**src/hdl/obpa_pkg.sv**
```systemverilog
// ----------------------------------------------------------------------------
// obpa_pkg
// Types and constants shared by the bin packing allocator modules.
// ----------------------------------------------------------------------------
package obpa_pkg;

  // Field widths
  localparam int unsigned WEIGHT_W  = 16;
  localparam int unsigned ID_W      = 16;
  localparam int unsigned POLICY_W  = 3;
  localparam int unsigned OUT_IDX_W = 6;
  localparam int unsigned STATUS_W  = 2;
  localparam int unsigned CFG_IDX_W = 2;
  localparam int unsigned CFG_W     = 16;

  // Bin index and count widths cover the whole range of bin counts (up to 1024)
  localparam int unsigned BIN_IDX_W = 10;
  localparam int unsigned COUNT_W   = 11;

  // Configuration register indexes
  localparam logic [CFG_IDX_W-1:0] REG_CAPACITY = 2'd0;
  localparam logic [CFG_IDX_W-1:0] REG_POLICY   = 2'd1;

  // Fit policies (codes 5 to 7 behave as first fit)
  localparam logic [POLICY_W-1:0] POL_FIRST  = 3'd0;
  localparam logic [POLICY_W-1:0] POL_BEST   = 3'd1;
  localparam logic [POLICY_W-1:0] POL_WORST  = 3'd2;
  localparam logic [POLICY_W-1:0] POL_ALMOST = 3'd3;
  localparam logic [POLICY_W-1:0] POL_NEW    = 3'd4;

  // Result status codes
  localparam logic [STATUS_W-1:0] ST_PLACED   = 2'd0;
  localparam logic [STATUS_W-1:0] ST_OVERSIZE = 2'd1;
  localparam logic [STATUS_W-1:0] ST_REJECTED = 2'd2;

  // Reset value of the capacity register
  localparam logic [WEIGHT_W-1:0] CAPACITY_RESET = 16'hFFFF;

  // Running search state handed from cell to cell
  typedef struct packed {
    logic                 active;
    logic                 has_best;
    logic [BIN_IDX_W-1:0] best_idx;
    logic [WEIGHT_W-1:0]  best_val;
    logic                 has_sec;
    logic [BIN_IDX_W-1:0] sec_idx;
    logic [WEIGHT_W-1:0]  sec_val;
  } scan_t;

  // Values held stable across the row while an item is in flight
  typedef struct packed {
    logic [WEIGHT_W-1:0] weight;
    logic [POLICY_W-1:0] policy;
    logic [WEIGHT_W-1:0] capacity;
    logic [COUNT_W-1:0]  bins_open;
  } bcast_t;

  // Free space update for one bin
  typedef struct packed {
    logic                 en;
    logic                 sub;
    logic [BIN_IDX_W-1:0] idx;
    logic [WEIGHT_W-1:0]  data;
  } wr_t;

endpackage

```
**src/hdl/obpa_cell.sv**
```systemverilog
// ----------------------------------------------------------------------------
// obpa_cell
// One bin of the row: holds its free space, folds itself into the passing
// search state and hands that state on to the next cell through its output register.
// ----------------------------------------------------------------------------
module obpa_cell import obpa_pkg::*; (
  input  logic                 clk,
  input  logic                 rst,
  input  logic [BIN_IDX_W-1:0] cell_idx,
  input  bcast_t               bcast,
  input  wr_t                  wr,
  input  scan_t                scan_in,
  output scan_t                scan_out
);

  logic [WEIGHT_W-1:0] free_space;
  logic                is_open;
  logic                fits;
  logic [WEIGHT_W-1:0] leftover;
  logic [WEIGHT_W-1:0] best_lim;
  scan_t               scan_next;

  // Judge this bin against the item
  assign is_open  = {1'b0, cell_idx} < bcast.bins_open;
  assign fits     = scan_in.active && is_open && (free_space >= bcast.weight);
  assign leftover = free_space - bcast.weight;
  assign best_lim = scan_in.has_best ? scan_in.best_val : bcast.capacity;

  // Update the running choice
  always_comb begin
    scan_next = scan_in;
    if (fits) begin
      unique case (bcast.policy)
        POL_BEST: begin
          if (leftover < best_lim) begin
            scan_next.has_best = 1'b1;
            scan_next.best_idx = cell_idx;
            scan_next.best_val = leftover;
          end
        end
        POL_WORST: begin
          if (!scan_in.has_best || leftover > scan_in.best_val) begin
            scan_next.has_best = 1'b1;
            scan_next.best_idx = cell_idx;
            scan_next.best_val = leftover;
          end
        end
        POL_ALMOST: begin
          if (!scan_in.has_sec || leftover > scan_in.sec_val) begin
            if (!scan_in.has_best || leftover > scan_in.best_val) begin
              scan_next.has_sec  = scan_in.has_best;
              scan_next.sec_idx  = scan_in.best_idx;
              scan_next.sec_val  = scan_in.best_val;
              scan_next.has_best = 1'b1;
              scan_next.best_idx = cell_idx;
              scan_next.best_val = leftover;
            end else begin
              scan_next.has_sec = 1'b1;
              scan_next.sec_idx = cell_idx;
              scan_next.sec_val = leftover;
            end
          end
        end
        default: begin
          // First fit: keep the earliest bin that fits
          if (!scan_in.has_best) begin
            scan_next.has_best = 1'b1;
            scan_next.best_idx = cell_idx;
            scan_next.best_val = leftover;
          end
        end
      endcase
    end
  end

  // Hand the search state on
  always_ff @(posedge clk) begin
    if (rst) begin
      scan_out.active <= 1'b0;
    end else begin
      scan_out.active <= scan_next.active;
    end
    scan_out.has_best <= scan_next.has_best;
    scan_out.best_idx <= scan_next.best_idx;
    scan_out.best_val <= scan_next.best_val;
    scan_out.has_sec  <= scan_next.has_sec;
    scan_out.sec_idx  <= scan_next.sec_idx;
    scan_out.sec_val  <= scan_next.sec_val;
  end

  // Update the free space of this bin
  always_ff @(posedge clk) begin
    if (wr.en && (wr.idx == cell_idx)) begin
      free_space <= wr.sub ? (free_space - bcast.weight) : wr.data;
    end
  end

endmodule

```
**config.mk**
```make
export PLATFORM = sky130hd
export DESIGN_NAME = obpa_cell
export DESIGN_NICKNAME = d
export VERILOG_FILES = /design/src/hdl/obpa_pkg.sv /design/src/hdl/obpa_cell.sv
export SDC_FILE = /design/constraint.sdc
export NUM_CORES = 1
export LEC_CHECK = 0
export BUFFER_PORTS_ARGS = -buffer_cell sky130_fd_sc_hd__buf_2
export CORE_MARGIN = 2
export CORE_UTILIZATION = 47
export CTS_BUF_LIST = sky130_fd_sc_hd__clkbuf_16
export DETAILED_ROUTE_END_ITERATION = 7
export PLACE_DENSITY = 0.83
export SLEW_MARGIN = 20
export SYNTH_ARGS = -nofsm -noshare
export SYNTH_HDL_FRONTEND = slang
export SYNTH_SLANG_ARGS = --single-unit
```
**constraint.sdc**
```tcl
create_clock -name clk -period 4.6 [get_ports clk]
set_input_delay 0.46 -clock clk [delete_from_list [all_inputs] [get_ports clk]]
set_output_delay 0.46 -clock clk [all_outputs]
set_load 0.02 [all_outputs]
```
==> results of run 1 <==
-- through the flow --
stage / hold WS, ps / cells / utilization / instance area, µm² / TNS, ps
2_1_floorplan: 527 / 652 / - / 5690 / 0
3_3_place_gp: 621 / 1017 / 0.597 / 7110 / -5510
3_5_place_dp: 624 / 1017 / 0.597 / 7110 / -9290
4_1_cts: 265 / 1033 / 0.621 / 7390 / 0
5_1_grt: 270 / 1058 / 0.670 / 7980 / -11200
6_report: 274 / 1058 / 0.670 / 7980 / -2160
-- final timing paths --
kind                  endpoint  slack, ps
setup / recovery  scan_out[37]       -120
hold / removal    scan_out[54]        270
setup reg to reg  scan_out[37]       -120
hold reg to reg    scan_out[0]        960
-- layout by cell type (no fill, tap or decap), drive strengths merged, types with 3 or more instances in the layout --
master / count
buf: 261
a21oi: 74
ha: 71
inv: 71
nor2: 64
dfxtp: 55
mux2i: 27
mux2: 27
o21ai: 26
a211oi: 24
nand2: 19
o211ai: 17
nand4: 16
edfxtp: 16
clkbuf: 15
xnor2: 15
o22ai: 13
nand3: 12
a21o: 8
o21a: 8
nor3: 6
xor2: 5
clkinv: 5
nand2b: 4
nor2b: 4
or4: 4
a31oi: 3
and3: 3
o21bai: 3
o31ai: 3
o41ai: 3
o221ai: 3
-- cell families after synthesis --
family / count (synthesis) / share of synthesized area
mux: 54 / 0.108
compound gates: 202 / 0.239
fa+ha+maj: 72 / 0.160
flops: 71 / 0.278
simple gates: 140 / 0.116
xor+xnor: 20 / 0.0308
buf+inv: 93 / 0.0689
-- state kept, by name (all words and copies together) (netlist names) --
name / flops
scan_out: 55
free_space: 16
-- report_power, final --
part | leakage [nW] | switching [mW] | internal [mW]
Combinational | 3.13 | 0.471 | 0.358
Sequential | 0.608 | 0.0120 | 0.680
Clock | 0.135 | 0.275 | 0.360
-- worst register-to-register path, cell delays in order, from the launching register on --
cell	delay, ps
edfxtp_1	350
inv_1	60
ha_2	180
inv_2	40
fa_2	350
a211oi_2	220
o21a_1	180
o21bai_1	80
a21oi_2	220
buf_4	160
o31ai_4	50
xor2_1	190
buf_4	170
ha_4	270
nand4_1	180
buf_4	200
nor3_4	130
o211ai_1	230
o21ai_2	260
o221ai_4	160
o31ai_4	330
o21ai_2	120
buf_12	200
mux2_4	300
-- layer usage --
metal | GRT usage | share of wire
met4 | 0.0886 | 0.042
met5 | 0 | 0
met2 | 0.434 | 0.46
met3 | 0.0510 | 0.076
met1 | 0.371 | 0.42
-- area by class of cell --
type                            count  area share
Clock buffer                        9      0.0282
Sequential cell                    71       0.198
Timing Repair Buffer              267       0.213
Tap cell                          147      0.0231
Multi-Input combinational cell    488       0.500
Inverter                           69      0.0328
Clock inverter                      7     0.00470
-- what timing repair did --
| item | in CTS | in global routing |
|---|---|---|
| pin swaps | 0 | 32 |
| setup buffers | 0 | 17 |
| gates resized for setup | 4 | 64 |
| gates cloned | 0 | 9 |
| endpoints found under the setup margin | 46 | 53 |
==> metrics.md, run 1 <==
| Metric | Value |
|---|---|
| Outcome | `complete, but fails checks` |
| Failing checks | `negative setup slack` |
| Mean Syn Cell Area | `~8.7 µm²` |
| RSZ-0062 raised after global routing | `yes` |
| Top cells by area, synth | `dfxtp_1 (19%), ha_1 (16%), edfxtp_1 (8.4%), a21oi_1 (6.2%), mux2i_1 (4.8%)` |
| Die area | `0.0130 mm²` |
| Die Width | `114 µm` |
| Total number of vias | `6268` |
| Fillers | `955` |
| Longest Clk Path Bufs | `2` |
| Post-route ant nets | `0` |
| CP arrival | `~5000 ps` |
| Synth Net Count | `865` |
| Predominant post-synthesis flop cell | `dfxtp_1` |
| Avg Vias per Cell | `5.92` |
| Reg area | `around 0.0016 mm²` |
| IO buf count | `~200` |
| Worst Clk Skew | `roughly 7.3 ps` |
| Critical Path Most Common Cell | `buf_4` |
| Total power draw | `2.16 mW` |
| Top delay family on crit path | `compound AO/OA/AOI/OAI gates` |
| Clock root cell | `clkbuf_16` |
| Clk sinks | `71` |
| IR drop worst, VDD | `roughly 230 µV` |
| CP Launch Type | `flop` |
| Slew HR | `0.458` |
| Clk slew on worst S/H paths | `around 60 ps` |
| Synth top area share | `0.194` |
| Nets | `between 1000 and 1500` |
| Crit Path Category | `reg -> reg` |
| Share of layout cells above drive strength 1 | `0.406` |
| Row cnt | `40` |
| Leakage | `roughly 3.9 nW` |
| Crit path cell chain | `inv_1 -> ha_2 -> inv_2 -> fa_2 -> a211oi_2 -> o21a_1 -> o21bai_1 -> a21oi_2 -> buf_4 -> o31ai_4 -> xor2_1 -> buf_4 -> ha_4 -> nand4_1 -> buf_4 -> nor3_4 -> o211ai_1 -> o21ai_2 -> o221ai_4 -> o31ai_4 -> o21ai_2 -> buf_12 -> mux2_4` |
| Fmax | `212 MHz` |
| Crit-path slowest cell | `edfxtp_1` |
| Synthesized area | `about 0.0057 mm²` |
| DR iter-0 viols | `a little under 700` |
| Vias in the first global route | `about 5500` |
| Critical Path RT | `4820 ps` |
| Ports | `196` |
| Final Hold Viols | `0` |
| Top fanout value on the critical path | `10` |
| Worst setup margin | `-122 ps` |
| Min-delay src | `rst` |
| Maxcap violations | `0` |
| CP Launch Point | `free_space[0]` |
| Commonest cells in the netlist | `a21oi_1 (71), ha_1 (71), inv_1 (67), nor2_1 (64), dfxtp_1 (55)` |
| Cells after Synth | `approximately 650` |
| Worst path max stage delay | `approximately 350 ps` |
| DR pass1 iterations | `5` |
| H-tree depth | `3` |
| Post-cts hold buffer count | `0` |
| Die height | `roughly 110 µm` |
| Worst R2R Path Depth | `23` |
| Grt ovf | `0` |
| Post-synth EDFFs | `16` |
| Dpl hpwl | `14300 µm` |
| Worst Max-Slew Pin Slew | `808 ps` |
| Buf+Inv Stages, Crit Path | `6` |
| Initial antenna violation count | `0` |
| Worst slack, placed | `-221 ps` |
| Total Routing Usage GR | `0.272` |
| Crit share post-route | `1.03` |
| N_diodes | `0` |
| Multi-input logic area | `between 0.003 and 0.004 mm²` |
| Starting Density | `0.477` |
| CP Capture Type | `flop` |
| Sequential element share of the synthesized area | `0.278` |
| R2r startpoint | `free_space[0]` |
| CP Depth | `23` |
| YS warnings | `0` |
| WL/cell | `19.3 µm` |
| Drt total wl | `20500 µm` |
| Count of different cell masters after synthesis | `65` |
| CTS tree | `built` |
| PwrDens | `between 200 and 300 mW/mm²` |
| Largest net degree at the start of global routing | `38` |
| DR DRC count | `0` |
| Largest area contributor in the netlist | `dfxtp_1` |
| Num CTS Buffers | `9` |
| Synthesis-to-layout area growth | `40.3%` |
| Type of the most critical hold path | `in -> reg` |
| First-pass GRT wire length | `~28000 µm` |
| Pins Over Slew Limit | `0` |
| Placeable Area | `approximately 0.012 mm²` |
| Worst Hold Depth | `2` |
| GP Congestion | `roughly 0.95` |
| Final setup fails | `36` |
| Async SR Flop Fraction | `0` |
| Seq cells post-synth | `between 70 and 80` |
| Clk_lat worst skew | `between 300 and 400 ps` |
| Fin crit period | `~4700 ps` |
No activity file was read; power rests on OpenSTA's default activity.
==> run 2, diff against run 1 <==
--- a/config.mk
+++ b/config.mk
@@ -5,9 +5,10 @@
 export SDC_FILE = /design/constraint.sdc
 export NUM_CORES = 1
 export LEC_CHECK = 0
+export ABC_AREA = 1
 export BUFFER_PORTS_ARGS = -buffer_cell sky130_fd_sc_hd__buf_2
 export CORE_MARGIN = 2
-export CORE_UTILIZATION = 47
+export CORE_UTILIZATION = 49
 export CTS_BUF_LIST = sky130_fd_sc_hd__clkbuf_16
 export DETAILED_ROUTE_END_ITERATION = 7
 export PLACE_DENSITY = 0.83
==> metrics.md, run 2 <==
| Metric | Value |
|---|---|
| Reg area | `0.00158 mm² (unchanged)` |
| Seq cells post-synth | `71 (unchanged)` |
| Nets | `1484 (was 1119)` |
| Top cells by area, synth | `nand2_1 (19%), dfxtp_1 (16%), ha_1 (13%), inv_1 (7.8%), edfxtp_1 (7.0%) (was dfxtp_1 (19%), ha_1 (16%), edfxtp_1 (8.4%), a21oi_1 (6.2%), mux2i_1 (4.8%))` |
| Fmax | `240 MHz (was 212 MHz)` |
| Crit-path slowest cell | `fa_1 (was edfxtp_1)` |
| Fin crit period | `4170 ps (was 4720 ps)` |
| Sequential element share of the synthesized area | `0.230 (was 0.278)` |
| Clk sinks | `71 (unchanged)` |
| Top delay family on crit path | `simple AND/OR/NAND/NOR gates (was compound AO/OA/AOI/OAI gates)` |
| Cells after Synth | `1084 (was 652)` |
| Largest net degree at the start of global routing | `54 (was 38)` |
| Setup TNS | `0 ps (was -2160 ps)` |
| Num CTS Buffers | `9 (unchanged)` |
| Post-route ant nets | `0 (unchanged)` |
| CP arrival | `4400 ps (was 4950 ps)` |
| Outcome | `completed (was complete, but fails checks)` |
| Die area | `0.0150 mm² (was 0.0130 mm²)` |
| Highest-count cells in the layout ignoring fill and taps | `nand2_1 (345), buf_2 (195), inv_1 (144) (was buf_2 (195), ha_1 (68), inv_1 (66))` |
| Worst path max stage delay | `410 ps (was 350 ps)` |
| DR iter-0 viols | `829 (was 681)` |
| Most common cell after layout, fill and taps aside | `nand2_1 (was buf_2)` |
| Mean Syn Cell Area | `6.33 µm² (was 8.72 µm²)` |
| Switch Pwr | `0.812 mW (was 0.758 mW)` |
| Largest area contributor in the netlist | `nand2_1 (was dfxtp_1)` |
| Async SR Flop Fraction | `0 (unchanged)` |
| DR DRC count | `0 (unchanged)` |
| Fillers | `1365 (was 955)` |
| Die Width | `122 µm (was 114 µm)` |
| Synthesis-to-layout area growth | `22.2% (was 40.3%)` |
| Die height | `122 µm (was 114 µm)` |
| Worst Max-Slew Pin Slew | `831 ps (was 808 ps)` |
| Crit path cell chain | `inv_1 -> ha_1 -> inv_1 -> fa_1 -> nand3_1 -> nand2_1 -> a21oi_1 -> buf_4 -> nand3b_1 -> nand3_1 -> nand2_1 -> inv_1 -> ha_1 -> nand2_1 -> nor4_2 -> nand2_1 -> nand2_1 -> nand2_1 -> nand2_1 -> inv_2 -> buf_12 -> o21ai_0 -> a21oi_2 (was inv_1 -> ha_2 -> inv_2 -> fa_2 -> a211oi_2 -> o21a_1 -> o21bai_1 -> a21oi_2 -> buf_4 -> o31ai_4 -> xor2_1 -> buf_4 -> ha_4 -> nand4_1 -> buf_4 -> nor3_4 -> o211ai_1 -> o21ai_2 -> o221ai_4 -> o31ai_4 -> o21ai_2 -> buf_12 -> mux2_4)` |
| CTS tree | `built (unchanged)` |
| Clk_lat worst skew | `350 ps (was 340 ps)` |
| First-pass GRT wire length | `35400 µm (was 27600 µm)` |
| Type of the most critical hold path | `in -> reg (unchanged)` |
| Drt total wl | `22000 µm (was 20500 µm)` |
| H-tree depth | `3 (unchanged)` |
| Logic pwr share | `0.370 (was 0.384)` |
| DR pass1 iterations | `5 (unchanged)` |
| Clock root cell | `clkbuf_16 (unchanged)` |
| Maxcap violations | `0 (unchanged)` |
| Synthesized area | `0.00686 mm² (was 0.00569 mm²)` |
| Synth top area share | `0.189 (was 0.194)` |
| Vias in the first global route | `7402 (was 5535)` |
| Critical Path RT | `4830 ps (was 4820 ps)` |
| CP Launch Type | `flop (unchanged)` |
| Total number of vias | `7953 (was 6268)` |
| Crit Path Category | `reg -> reg (unchanged)` |
| Largest registers | `scan_out (55), free_space (16) (unchanged)` |
| Grt ovf | `0 (unchanged)` |
| YS warnings | `0 (unchanged)` |
| Commonest cells in the netlist | `nand2_1 (345), inv_1 (143), o21ai_0 (95), nand3_1 (87), ha_1 (71) (was a21oi_1 (71), ha_1 (71), inv_1 (67), nor2_1 (64), dfxtp_1 (55))` |
| Internal power | `1.36 mW (was 1.40 mW)` |
| RSZ-0062 raised after global routing | `no (was yes)` |
| Post-synth EDFFs | `16 (unchanged)` |
| Dpl hpwl | `16800 µm (was 14300 µm)` |
| Slew HR | `0.443 (was 0.458)` |
| Seq pwr share | `0.316 (was 0.321)` |
| PwrDens | `260 mW/mm² (was 270 mW/mm²)` |
| Placeable Area | `0.0138 mm² (was 0.0119 mm²)` |
| Share of layout cells above drive strength 1 | `0.223 (was 0.406)` |
| Top reg by flops | `scan_out (unchanged)` |
| Row cnt | `43 (was 40)` |
| IR drop worst, VDD | `167 µV (was 227 µV)` |
| Avg Vias per Cell | `5.46 (was 5.92)` |
| N_diodes | `0 (unchanged)` |
| Ports | `196 (unchanged)` |
| CP Capture Type | `flop (unchanged)` |
| Count of different cell masters after synthesis | `45 (was 65)` |
| Setup bufs post-CTS | `0 (unchanged)` |
| Largest register FFs | `55 (unchanged)` |
| Top fanout value on the critical path | `40 (was 10)` |
| Starting Density | `0.498 (was 0.477)` |
| Crit share post-route | `0.908 (was 1.03)` |
| Switch share | `0.373 (was 0.352)` |
| Most common cell in the netlist | `nand2_1` |
| Buf+Inv Stages, Crit Path | `6 (unchanged)` |
| Initial antenna violation count | `0 (unchanged)` |
| Predominant post-synthesis flop cell | `dfxtp_1 (unchanged)` |
| Clock Power Share | `0.314 (was 0.295)` |
| Worst Clk Skew | `6.74 ps (was 7.33 ps)` |
| Final setup fails | `0 (was 36)` |
| Synth Net Count | `1297 (was 865)` |
| Final Hold Viols | `0 (unchanged)` |
| Total Routing Usage GR | `0.298 (was 0.272)` |
| Clk slew on worst S/H paths | `60 ps (about the same)` |
| Pins Over Slew Limit | `0 (unchanged)` |
| Critical Path Most Common Cell | `nand2_1 (was buf_4)` |
| GP Congestion | `0.976 (was 0.950)` |
| Hold slack | `258 ps (was 274 ps)` |
| Longest Clk Path Bufs | `2 (unchanged)` |
| IO buf count | `195 (unchanged)` |
| WL/cell | `15.1 µm (was 19.3 µm)` |
| Multi-input logic area | `0.00453 mm² (was 0.00399 mm²)` |
| Leakage | `4.54 nW (was 3.88 nW)` |
run 2: cell count changes in the layout (fill, tap and decap cells not counted), sizes merged, moves of 20 or more:
cell    before  now
a31oi        3   23
mux2        27    0
inv         71  147
nand3       12   89
nor2        64   37
mux2i       27    3
buf        261  222
nand2       19  350
a211oi      24    1
o21ai       26  115
run 2: power groups by stage:
stage | clock [mW] | sequential [mW] | combinational (mW)
6_report | 0.684 | 0.688 | 0.805
5_1_grt | 0.720 | 0.691 | 0.901
4_1_cts | 0.692 | 0.688 | 0.788
3_5_place_dp | 0 | 0.701 | 0.782
3_3_place_gp | 0 | 0.701 | 0.766
2_1_floorplan | 0 | 0.751 | 0.456
run 2: cell type report:
class                   instances  share of cell area
clock inverters                 6             0.00418
well taps                     180              0.0269
inverters                     146              0.0653
clock buffers                  10              0.0298
repair buffers                222               0.145
multi-input cells             821               0.540
flip-flops and latches         71               0.189
run 2: logic make-up (layout without fill, tap and decap cells):
kind of cell             count (synthesis)  in the layout  share of synthesized area
AND/OR/NAND/NOR                        495            495                      0.301
buffers and inverters                  192            384                      0.112
multiplexers                             3              3                    0.00437
adder cells (fa/ha/maj)                 72             72                      0.132
flip-flops                              71             71                      0.230
XOR/XNOR                                12             12                     0.0153
AO/OA/AOI/OAI                          239            239                      0.204
run 2: stage by stage:
stage / utilization / power, mW / instance area, µm² / std cells / worst slack (ps)
2_1_floorplan: - / 1.21 / 6860 / 1084 / 619
3_3_place_gp: 0.587 / 1.47 / 8090 / 1440 / 299
3_5_place_dp: 0.587 / 1.48 / 8090 / 1440 / 269
4_1_cts: 0.608 / 2.17 / 8370 / 1456 / 359
5_1_grt: 0.609 / 2.31 / 8390 / 1456 / 8.01
6_report: 0.609 / 2.18 / 8390 / 1456 / 425
run 2: layer usage:
layer,wire length (µm),vias to the layer above,track usage
met5,0,-,0
met4,827,0,0.144
met3,1790,65,0.0381
met2,10200,417,0.492
met1,9160,3515,0.384
li1,-,3956,-
run 2: path summary, 6_finish.rpt:
kind | start | endpoint | slack [ps] | cells after the start
worst max-delay path | free_space[0] | scan_out[25] | 430 | 23
worst min-delay path | rst | scan_out[54] | 260 | 2
worst max register to register | free_space[0] | scan_out[25] | 430 | 23
worst min register to register | free_space[15] | free_space[15] | 1020 | 5
run 2: timing repair:
| action | 4_1_cts | 5_1_grt |
|---|---|---|
| resized for setup | 0 | 4 |
| endpoints found under the setup margin | 0 | 26 |
| hold buffers | 0 | 0 |
| hold endpoints to repair | 0 | 0 |
