[config.mk]
export PLATFORM = sky130hd
export DESIGN_NAME = obpa_ctrl
export DESIGN_NICKNAME = d
export VERILOG_FILES = /design/src/hdl/obpa_pkg.sv /design/src/hdl/obpa_ctrl.sv
export SDC_FILE = /design/constraint.sdc
export NUM_CORES = 1
export LEC_CHECK = 0
export BUFFER_PORTS_ARGS = -buffer_cell sky130_fd_sc_hd__buf_2
export CORE_MARGIN = 5
export CORE_UTILIZATION = 25
export DETAILED_ROUTE_END_ITERATION = 7
export GPL_TIMING_DRIVEN = 0
export SKIP_LAST_GASP = 1
export SLEW_MARGIN = 20
export SYNTH_ARGS = -nofsm -noshare
export SYNTH_HDL_FRONTEND = slang
export SYNTH_SLANG_ARGS = --single-unit
[constraint.sdc]
create_clock -name clk -period 4.44 [get_ports clk]
set_clock_uncertainty 0.2 [all_clocks]
set_input_delay 0.444 -clock clk [delete_from_list [all_inputs] [get_ports clk]]
set_output_delay 0.444 -clock clk [all_outputs]
set_load 0.02 [all_outputs]
[src/hdl/obpa_pkg.sv]
// ----------------------------------------------------------------------------
// obpa_pkg
// Types and constants shared by the bin packing allocator modules.
// ----------------------------------------------------------------------------
package obpa_pkg;

  // Field widths
  localparam int unsigned WEIGHT_W  = 16;
  localparam int unsigned ID_W      = 16;
  localparam int unsigned POLICY_W  = 3;
  localparam int unsigned OUT_IDX_W = 6;
  localparam int unsigned STATUS_W  = 2;
  localparam int unsigned CFG_IDX_W = 2;
  localparam int unsigned CFG_W     = 16;

  // Bin index and count widths cover the whole range of bin counts (up to 1024)
  localparam int unsigned BIN_IDX_W = 10;
  localparam int unsigned COUNT_W   = 11;

  // Configuration register indexes
  localparam logic [CFG_IDX_W-1:0] REG_CAPACITY = 2'd0;
  localparam logic [CFG_IDX_W-1:0] REG_POLICY   = 2'd1;

  // Fit policies (codes 5 to 7 behave as first fit)
  localparam logic [POLICY_W-1:0] POL_FIRST  = 3'd0;
  localparam logic [POLICY_W-1:0] POL_BEST   = 3'd1;
  localparam logic [POLICY_W-1:0] POL_WORST  = 3'd2;
  localparam logic [POLICY_W-1:0] POL_ALMOST = 3'd3;
  localparam logic [POLICY_W-1:0] POL_NEW    = 3'd4;

  // Result status codes
  localparam logic [STATUS_W-1:0] ST_PLACED   = 2'd0;
  localparam logic [STATUS_W-1:0] ST_OVERSIZE = 2'd1;
  localparam logic [STATUS_W-1:0] ST_REJECTED = 2'd2;

  // Reset value of the capacity register
  localparam logic [WEIGHT_W-1:0] CAPACITY_RESET = 16'hFFFF;

  // Running search state handed from cell to cell
  typedef struct packed {
    logic                 active;
    logic                 has_best;
    logic [BIN_IDX_W-1:0] best_idx;
    logic [WEIGHT_W-1:0]  best_val;
    logic                 has_sec;
    logic [BIN_IDX_W-1:0] sec_idx;
    logic [WEIGHT_W-1:0]  sec_val;
  } scan_t;

  // Values held stable across the row while an item is in flight
  typedef struct packed {
    logic [WEIGHT_W-1:0] weight;
    logic [POLICY_W-1:0] policy;
    logic [WEIGHT_W-1:0] capacity;
    logic [COUNT_W-1:0]  bins_open;
  } bcast_t;

  // Free space update for one bin
  typedef struct packed {
    logic                 en;
    logic                 sub;
    logic [BIN_IDX_W-1:0] idx;
    logic [WEIGHT_W-1:0]  data;
  } wr_t;

endpackage

[src/hdl/obpa_ctrl.sv]
// ----------------------------------------------------------------------------
// obpa_ctrl
// Sequencer of the allocator: configuration registers, open bin count,
// launch of the search into the row, final choice and result register.
// ----------------------------------------------------------------------------
module obpa_ctrl import obpa_pkg::*; #(
  parameter int unsigned MAX_BINS    = 64,
  parameter int unsigned WEIGHT_BITS = 16
) (
  input  logic                  clk,
  input  logic                  rst,
  input  logic                  cfg_wr_en,
  input  logic [CFG_IDX_W-1:0]  cfg_index,
  input  logic [CFG_W-1:0]      cfg_data,
  input  logic                  in_valid,
  output logic                  in_ready,
  input  logic [ID_W-1:0]       item_id,
  input  logic [WEIGHT_W-1:0]   item_weight,
  output logic                  out_valid,
  input  logic                  out_ready,
  output logic [ID_W-1:0]       placed_id,
  output logic [OUT_IDX_W-1:0]  bin_index,
  output logic                  opened_new,
  output logic [STATUS_W-1:0]   status,
  output bcast_t                bcast,
  output wr_t                   wr,
  output scan_t                 scan_head,
  input  scan_t                 scan_tail
);

  localparam int unsigned USED_W = (WEIGHT_BITS < WEIGHT_W) ? WEIGHT_BITS : WEIGHT_W;
  localparam logic [WEIGHT_W-1:0] W_MASK = WEIGHT_W'((33'd1 << USED_W) - 33'd1);
  localparam logic [COUNT_W-1:0]  FULL   = COUNT_W'(MAX_BINS);

  localparam logic [1:0] S_IDLE   = 2'd0;
  localparam logic [1:0] S_SCAN   = 2'd1;
  localparam logic [1:0] S_DECIDE = 2'd2;

  logic [1:0]           state;
  logic [WEIGHT_W-1:0]  capacity;
  logic [POLICY_W-1:0]  policy;
  logic [COUNT_W-1:0]   bins_open;
  logic [ID_W-1:0]      id_r;
  logic [WEIGHT_W-1:0]  weight_r;
  scan_t                res;

  logic                 in_xfer;
  logic                 fire;
  logic                 use_sec;
  logic                 has_pick;
  logic [BIN_IDX_W-1:0] pick_idx;
  logic                 full;
  logic                 oversize;

  assign in_ready = (state == S_IDLE);
  assign in_xfer  = in_valid && in_ready;
  assign fire     = (state == S_DECIDE) && (!out_valid || out_ready);

  assign bcast.weight    = weight_r;
  assign bcast.policy    = policy;
  assign bcast.capacity  = capacity;
  assign bcast.bins_open = bins_open;

  // Pick the bin from the finished search
  assign use_sec  = (policy == POL_ALMOST) && res.has_sec;
  assign has_pick = use_sec || res.has_best;
  assign pick_idx = use_sec ? res.sec_idx : res.best_idx;
  assign full     = (bins_open == FULL);
  assign oversize = weight_r > capacity;

  // Drive the bin update on the deciding cycle
  always_comb begin
    wr.en   = 1'b0;
    wr.sub  = 1'b0;
    wr.idx  = pick_idx;
    wr.data = '0;
    if (fire) begin
      if (has_pick) begin
        wr.en  = 1'b1;
        wr.sub = 1'b1;
      end else if (!full) begin
        wr.en   = 1'b1;
        wr.idx  = bins_open[BIN_IDX_W-1:0];
        wr.data = oversize ? '0 : (capacity - weight_r);
      end
    end
  end

  // Launch the search into the first cell
  always_ff @(posedge clk) begin
    if (rst) begin
      scan_head.active <= 1'b0;
    end else begin
      scan_head.active <= in_xfer && (policy != POL_NEW);
    end
    scan_head.has_best <= 1'b0;
    scan_head.best_idx <= '0;
    scan_head.best_val <= '0;
    scan_head.has_sec  <= 1'b0;
    scan_head.sec_idx  <= '0;
    scan_head.sec_val  <= '0;
  end

  // Sequence one item at a time
  always_ff @(posedge clk) begin
    if (rst) begin
      state <= S_IDLE;
    end else begin
      unique case (state)
        S_IDLE: begin
          if (in_xfer) begin
            state <= (policy == POL_NEW) ? S_DECIDE : S_SCAN;
          end
        end
        S_SCAN: begin
          if (scan_tail.active) begin
            state <= S_DECIDE;
          end
        end
        S_DECIDE: begin
          if (fire) begin
            state <= S_IDLE;
          end
        end
        default: state <= S_IDLE;
      endcase
    end
  end

  // Capture the item and the search outcome
  always_ff @(posedge clk) begin
    if (in_xfer) begin
      id_r     <= item_id;
      weight_r <= item_weight & W_MASK;
      res      <= '0;
    end else if ((state == S_SCAN) && scan_tail.active) begin
      res <= scan_tail;
    end
  end

  // Configuration registers and open bin count
  always_ff @(posedge clk) begin
    if (rst) begin
      capacity  <= CAPACITY_RESET;
      policy    <= POL_FIRST;
      bins_open <= '0;
    end else begin
      if (fire && !has_pick && !full) begin
        bins_open <= bins_open + COUNT_W'(1);
      end
      if (cfg_wr_en && (cfg_index == REG_CAPACITY)) begin
        capacity  <= cfg_data;
        bins_open <= '0;
      end
      if (cfg_wr_en && (cfg_index == REG_POLICY)) begin
        policy <= cfg_data[POLICY_W-1:0];
      end
    end
  end

  // Result register
  always_ff @(posedge clk) begin
    if (rst) begin
      out_valid <= 1'b0;
    end else if (fire) begin
      out_valid <= 1'b1;
    end else if (out_ready) begin
      out_valid <= 1'b0;
    end
  end

  always_ff @(posedge clk) begin
    if (fire) begin
      placed_id <= id_r;
      if (has_pick) begin
        bin_index  <= pick_idx[OUT_IDX_W-1:0];
        opened_new <= 1'b0;
        status     <= ST_PLACED;
      end else if (full) begin
        bin_index  <= '0;
        opened_new <= 1'b0;
        status     <= ST_REJECTED;
      end else begin
        bin_index  <= bins_open[OUT_IDX_W-1:0];
        opened_new <= 1'b1;
        status     <= oversize ? ST_OVERSIZE : ST_PLACED;
      end
    end
  end

endmodule

==> results, run 1 <==
- For this design, the slowest cell found on the critical path is edfxtp_1.
- The layout overhead on the synthesized area is 42.75%.
- For this design the ratio of total power to cell area is 385.2 nW/um^2.
- The clock slew at the register clock pins of the worst setup and hold paths is 0.06 ns.
- Setup repair after global routing left no endpoint under its margin.
- Data arrives at the worst endpoint at 3.30 ns.
- The initial standard-cell utilization of the core is 25.09%.
- The total CTS buffers is 17.
- The number of antenna-violating nets in the routed design is 0.
- The worst reg-to-reg setup slack is 1.63 ns.
- After routing the design area is 8034 sq um.
- Measured along the x axis, the die boundary spans 160.0 um.
- The total count of max-transition violations in the final report came to 0.
- For this run, the number of Yosys warnings is 0.
- In this run the deepest clock path goes through 2 buffers.
- After global routing the overflow that remains totals 0.
- The flow ran to the end, and the final reports show no timing, DRC or antenna violations.
- The count of cells resized by post-cts repair is 0.
- The number of primary I/O pins is 266.
- The startpoint of the most critical hold path is cfg_data[15].
- The TritonCTS clock tree is built.
- After synthesis, the mean cell area works out to 9.926 sq um.
- Yosys attributes the largest share of cell area to edfxtp_1 30%, dfxtp_1 20%, buf_4 7.2%, nand2_1 5.0%, ha_1 4.2%.
- The aggregate negative setup slack is 0 ns.
- The compound-cell area share of the yosys netlist is 12.23%.
- The maximum fanout along the worst path is 10.
- The mux cell area share after synthesis is 3.024%.
- The first TritonRoute pass finished after 4 iterations.
- Entering global routing, the biggest net connects 27 pins.
- The worst setup path is of the reg2out kind.
- On the worst path, the slowest cell contributes a delay of 0.41 ns.
- The estimated wirelength of the detail-placed design is 12960 um.
- For this run, the top clock speed supported by timing is 0.2536 GHz.
- The number of enable-type register cells in the synthesized netlist is 57.
- Traced cell by cell, the critical path runs through ha_1, fa_1, nand2b_1, a211o_1, a41o_1, a31oi_4, o211ai_4, buf_6, nor3_2, buf_2.
- The routed wirelength normalized by instance count is 14.69 um.
- For this run, design rule violations remaining after detail routing come to 0.
- The worst hold path belongs to the class in2reg.
- The synthesized-area fraction occupied by adder cells is 4.580%.
- Of all cell types, the one taking the most synthesized area is edfxtp_1.
- In this run the vertical extent of the chip is 160.0 um.
- The critical path endpoint category is an output port.
- The core box area is 22430 sq um.
- The source of the worst register-to-register timing path is weight_r[0]$_DFFE_PP_.
- The die covers 25610 sq um.
- The endpoint of the worst hold-timing path is capacity[15]$_SDFFE_PP1P_.
- Sequential elements use 50.33% of the synthesized area.
- The worst register-to-register path ends at status[0]$_SDFFCE_PP0P_.
- The slew at the pin with the worst max-slew slack is 1.046 ns.
- The count of final hold-check violations came to 0.
- The congestion estimate from routability-driven global placement came to 0.8307.
- In this run the biggest area consumer among cell types represents 30.41% of the synthesized area.
- Counting flops with an async set or reset pin after synthesis yields a share of 0%.
- The overall track demand over capacity in global routing is 13.03%.
- The net total in the final layout is 981.
- The synthesized-area fraction occupied by xor and xnor cells is 2.023%.
- The tightest slew margin relative to the limit is 29.36%.
- In this run the clock root is driven by a clkbuf_16.
- Measured in cells, the most critical reg-to-reg path has a length of 8.
- The initial antenna violation count is 6.
- After detailed placement, the total cell area comes to 7101 sq um.
- The via count of the first global-routing pass is 4715.
- IR analysis of the VDD net gives a maximum drop of 0.2358 mV.
- The netlist area before placement is 5628 sq um.
- CTS built an H-tree with a depth of 4.
- The number of maximum-capacitance violations is 0.
- After layout, the minimum clock period comes to 3.943 ns.
- The wire length of the first global-routing pass is 26040 um.
- The type of element launching the critical path is a flip-flop.
- The synthesized design contains 113 register bits.
- Dividing the detail-routed via count by the number of cells gives 4.199.
- Buffers placed on the I/O ports in this run total 179.
- The tree built by TritonCTS fans out to 113 sinks.
- The leakage dissipation is 3.560 nW.
- Synthesis produced a netlist whose cell count is 567.
- The number of core rows is 55.
- The fraction of final layout cells sized beyond drive strength 1 is 32.41%.
- Summing the areas of all and, or, nand and nor instances in the mapped netlist gives 16.83% of the synthesized area.
- The dominant register cell in the synthesized netlist is edfxtp_1.
- The setup-violating endpoint count in the final report is 0.
- The combinational family with the most area after synthesis is simple AND/OR/NAND/NOR gates.
- The worst hold path passes through 2 cells.
- The critical path starts at weight_r[0]$_DFFE_PP_.
- Summing over every cut layer, the via total after detailed routing is 4837.
- In the finished design, the share of the clock period the worst path needs comes to 88.82%.
- The clock insertion delay at the later pin of the skew report is 0.42 ns.
- The number of DRC violations after detailed-routing iteration 0 is 244.
- The final routed wirelength across all metal layers is 16920 um.
- In this run, distinct cell masters in the synthesized netlist total 54.
- The worst endpoint required time is 3.80 ns.
[critical path: cells and delay by family, from the launching register on]
| kind | cells | cell delay [ns] |
|---|---|---|
| AOI/OAI and AO/OA | 4 | 1.09 |
| DFF | 1 | 0.41 |
| adders and majority gates | 2 | 0.63 |
| buffers and inverters | 2 | 0.39 |
| and+or+nand+nor | 2 | 0.36 |
[report_power, final]
part	switching, mW	internal, mW
clock	0.522	0.887
sequential	0.0294	1.16
combinational	0.296	0.202
[cells in the final DEF, fill, tap and decap left out, drive strengths merged, types with 3 or more instances in the layout]
master       count
edfxtp          57
o21a             3
inv             33
dfxtp           56
and2             3
nor2b           20
a21oi           39
mux2i           17
nand3            9
buf            241
a21o             4
clkinv           7
conb            54
and3             3
nand2           75
nor3            11
bufinv           3
or2              3
clkbuf          33
nor2            39
a211o           17
nand2b           5
o21ai           26
xor2             4
nor3b            6
xnor2            9
a31oi            3
dlygate4sd3     32
nand4            4
or3              3
ha              19
diode            3
[timing repair]
item / 4_1_cts / 5_1_grt
buffers inserted: 0 / 0
hold endpoints to repair: 32 / 0
hold buffers: 32 / 0
setup endpoints to repair: 0 / 0
[cell usage after synthesis, types with 16 or more instances]
cell / n
a21oi_1: 39
edfxtp_1: 57
buf_4: 54
nand2_1: 75
o21ai_0: 26
a211o_1: 17
nor2b_1: 20
nor2_1: 39
inv_1: 29
ha_1: 19
mux2i_1: 17
clkbuf_1: 16
dfxtp_1: 56
[kinds of logic (layout without fill, tap and decap cells)]
family                     count (synthesis)  after routing
AOI/OAI and AO/OA                        105            105
xor gates and xnor gates                  13             13
adders and majority gates                 20             20
buffers and inverters                    106            350
DFF                                      113            113
muxes                                     17             17
other                                      1             57
and+or+nand+nor                          192            192
[metrics by stage]
stage	hold WS [ns]	setup slack, ns	power [mW]	util, %	std cells
final	0.02975	0.4966	3.095	35.81	1152
after global routing	0.009333	0.3512	3.240	35.80	1151
after CTS	0.007733	0.4790	3.132	35.78	1149
after detailed placement	0.2045	0.9518	1.687	31.65	1085
after global placement	0.2003	0.9142	1.679	31.56	1084
after floorplan	0.2003	0.9804	1.540	-	620
[final cells by class]
cell class / count / area (sq um)
multi-input cells: 401 / 2380
well taps: 285 / 356.6
repair buffers: 212 / 1236
clock buffers: 17 / 425.4
clock inverters: 15 / 180.2
diodes: 3 / 7.507
plain buffers: 77 / 506.7
fillers: 2338 / 14400
inverters: 29 / 108.9
flip-flops and latches: 113 / 2833
[flip-flops by register name, indices dropped and copies added (netlist names)]
name,count
id_r,16
weight_r,16
placed_id,16
status,2
opened_new,1
res,22
bins_open,11
scan_head,1
policy,3
state,2
bin_index,6
capacity,16
out_valid,1
[worst max path at each step]
stage          slack, ns               endpoint  cells after the start
6_report            0.50                  wr[2]                     10
5_1_grt             0.35                  wr[2]                     10
4_1_cts             0.48                  wr[2]                     10
3_5_place_dp        0.95                  wr[2]                     10
3_3_place_gp        0.91  weight_r[4]$_DFFE_PP_                      4
2_1_floorplan       0.98                  wr[6]                      9
[routing by layer]
layer	vias up	global-route usage, %	wire length [um]
li1	2447	-	-
met1	2175	16.26	7343
met2	169	20.40	7880
met3	40	3.974	1106
met4	6	6.609	558
met5	-	0	31
(Power assumes the default switching activity.)
==> run 2: changes to the inputs <==
Settings changed: ABC_AREA set to 1, SLEW_MARGIN 20 to not set.
==> run 2 against run 1 <==
Sequential share of layout area shrank 1.0 points. Count of clock-buffer cells in the layout grew 1. Sequential power is essentially flat. Worst hold slack gained 0.012 ns. Cell area grew 2.9%. Final cell count grew 16%. Area after synthesis grew 4.3%. Total power shrank 0.13%. Non-clock buffer count shrank 1. Global-route usage grew 0.23 points. Via count grew 12%. Combinational power grew 12%. Largest cell class unchanged. Largest power group unchanged. Highest routed layer unchanged.
==> results, run 2 <==
- Summed over all cells, the static leakage comes to 4.029 nW.
- The fraction of the cycle the final worst path needs is 79.27%.
- The deepest level of the CTS H-tree is 4.
- The final routed wirelength across all metal layers is 17940 um.
- The number of different library cells used by synthesis comes to 31.
- For this configuration, the core starts out at a cell density of 25.23%.
- The wire length of the first global-routing pass is 27300 um.
- The clock reaches the later pin of the worst-skew pair after 0.41 ns.
- The sequential fraction of the synthesis area is 48.27%.
- The tool flagged a number of max-cap violations equal to 0.
- Before CTS, the worst setup slack after placement is 1.292 ns.
- The post-route netlist has 28.30% of its cells at a drive strength greater than 1.
- Clock-pin slew was measured on the worst setup and hold paths at 0.05 ns.
- The netlist area before placement is 5868 sq um.
- The count of hold buffers inserted by post-cts repair is 29.
- The total number of vias is 5418.
- In the final design database the tool counted 1131 nets.
- Dividing the detail-routed wire length by the instance count gives 13.44 um.
- Setup violations remaining at the end of the flow were counted as 0.
- The core box area is 23260 sq um.
- The cell type contributing the most total cell area after synthesis is edfxtp_1.
- TritonCTS built the clock tree.
- The estimated wirelength of the detail-placed design is 14050 um.
- In this run the vertical extent of the chip is 163.2 um.
- The clock sink count is 113.
- The worst setup margin is 0.9205 ns.
- The number of DRC violations after detailed-routing iteration 0 is 334.
- Routability-driven placement finished with a final weighted congestion of 0.8789.
- The floorplan step defined a die boundary enclosing 26640 sq um.
- The count of cells resized by post-cts repair is 0.
- The area share of the leading cell type in the synthesized netlist is 29.17%.
- For this design the ratio of total power to cell area is 373.8 nW/um^2.
- The number of port buffers is 179.
- The layout overhead on the synthesized area is 40.90%.
- Across every metal layer, demand over resource in global routing totals 13.26%.
- Counting flops with a built-in enable in the synthesized netlist gives 57.
- After synthesis, the mean cell area works out to 8.173 sq um.
- The arrival time of data at the critical path endpoint is 2.88 ns.
- The via count of the first global-routing pass was 5089.
- The critical path endpoint category is an output port.
- The critical setup path kind is reg2out.
- Counting the buffers created by CTS gives 17.
- The width of the chip is 163.2 um.
- The fill cell instance count of the final layout is 2513.
- The type of the tightest min-delay check is in2reg.
- Of all nets on the critical path, the largest fanout is 10.
- Yosys printed 0 warnings.
- The total DRC errors in the routed layout is 0.
- The number of core rows is 56.
- The most frequent cell after synthesis is nand2_1.
- The total of flip-flops plus latches after synthesis is 113.
- The register bank with the most flops is res.
- Setup total negative slack on the finished layout was measured at 0 ns.
- The flow ran to the end, and the final reports show no timing, DRC or antenna violations.
- The via density per instance is 4.058.
- For this run, the detailed router's first-pass iteration total came to 5.
- For the worst setup path, the data required time is 3.80 ns.
- The achievable frequency is 0.2841 GHz.
- The tightest slew margin relative to the limit is 42.31%.
- Setup repair after global routing left no endpoint under its margin.
- Across the VDD grid, the largest voltage drop is 0.1500 mV.
- The final critical path time including I/O delays and setup is 3.520 ns.
- The count of final hold-check violations is 0.
- Synthesis handed over a netlist of 718 instances.
- The initial antenna violation count is 3.
- Counting instances in the post-synthesis netlist gives the leading cell types as 187 x nand2_1, 99 x inv_1, 57 x edfxtp_1.
- Summed over all layers, the global routing overflow is 0.
- The type of element launching the critical path is a flip-flop.
- The pin count of the biggest net entering global routing is 32.
- In this run the remaining antenna-violating nets after routing total 0.
- For the pin with the worst max-slew slack, the measured transition is 0.8633 ns.
- The register with the most flip-flops in the layout has 22 of them.
- In the layout the commonest cells are 187 x nand2_1, 183 x buf_2, 99 x inv_1.
- The clock root buffer is clkbuf_16.
- The longest clock path from root to sink contains 2 buffers.
- Once the clock tree was built, the setup fixing pass inserted 0 buffers.
- The total count of max-transition violations in the final report is 0.
- The commonest non-fill, non-tap cell in the layout is nand2_1.
- After synthesis, the cell types taking the most area are edfxtp_1 29%, dfxtp_1 19%, nand2_1 12%, buf_4 7.0%, inv_1 6.3%.
- The number of primary I/O pins is 266.
- For this run, asynchronously set or reset flops after synthesis account for 0%.
- The most used flip-flop cell after synthesis is edfxtp_1.
## run 2: cell count changes after synthesis, sizes merged, moves of 17 or more
cell / previous run / this run
a211o: 17 / 0
nand3: 9 / 41
nand2: 75 / 190
inv: 29 / 105
nor2b: 20 / 0
mux2i: 17 / 0
o22ai: 0 / 17
## run 2: power breakdown
group / switching (mW) / internal, mW / total [mW] / leakage [nW]
sequential: 0.0261 / 1.16 / 1.19 / 0.992
clock: 0.521 / 0.822 / 1.34 / 0.261
combinational: 0.351 / 0.208 / 0.559 / 2.78
total: 0.898 / 2.19 / 3.09 / 4.03
## run 2: worst paths after layout
kind                    startpoint                   endpoint  slack (ns)  cells after the start
min                 item_weight[8]      weight_r[8]$_DFFE_PP_        0.04                      1
max reg2reg  state[1]$_SDFFE_PP0P_  bins_open[3]$_SDFFE_PP0P_        2.06                      9
min reg2reg     id_r[15]$_DFFE_PP_    placed_id[15]$_DFFE_PP_        0.22                      0
max          weight_r[0]$_DFFE_PP_                     wr[15]        0.92                     13
## run 2: per-layer routing
layer	vias up	track usage, %	routed length, um
li1	2776	-	-
met1	2414	16.96	7927
met2	195	21.55	8403
met3	31	3.129	1173
met4	2	5.528	424
met5	-	0	13
## run 2: logic make-up after synthesis
group | count (synthesis) | share of synthesized area (%)
simple gates | 296 | 21.22
buf+inv | 182 | 15.67
flops | 113 | 48.27
compound gates | 92 | 8.294
fa+ha+maj | 20 | 4.392
xor+xnor | 14 | 2.090
other cells | 1 | 0.06390
## run 2: worst max-delay path, stage by stage, from the launching register on
cell and delay, ns:
edfxtp_1 0.42, ha_1 0.21, fa_1 0.36, inv_1 0.08, nand2_1 0.08, nand2_1 0.12
nand3_1 0.08, nand2_1 0.16, nand2_1 0.07, nand2_1 0.27, nand2_2 0.14, buf_6 0.18
nor2_2 0.12, buf_2 0.18
## run 2: final cells by class
cell class / count / area, sq um / area share, %
antenna: 2 / 5.005 / 0.06053
tap: 319 / 399.1 / 4.827
inverter: 105 / 396.6 / 4.797
buffer: 77 / 524.3 / 6.341
timing repair buffer: 211 / 1226 / 14.83
multi-input combinational: 476 / 2315 / 28.00
clock inverter: 14 / 140.1 / 1.695
clock buffer: 18 / 429.2 / 5.191
sequential: 113 / 2833 / 34.26
## run 2: through the flow
| stage | total power [mW] | cell area, sq um | std cells | hold WS, ns | utilization (%) |
|---|---|---|---|---|---|
| floorplan | 1.580 | 6067 | 771 | 0.2003 | - |
| global placement | 1.739 | 7362 | 1269 | 0.2003 | 31.65 |
| detailed placement | 1.747 | 7383 | 1270 | 0.2062 | 31.74 |
| CTS | 3.132 | 8243 | 1331 | 0.00007072 | 35.43 |
| global route | 3.253 | 8268 | 1335 | 0.02126 | 35.54 |
| finish | 3.091 | 8268 | 1335 | 0.04177 | 35.54 |
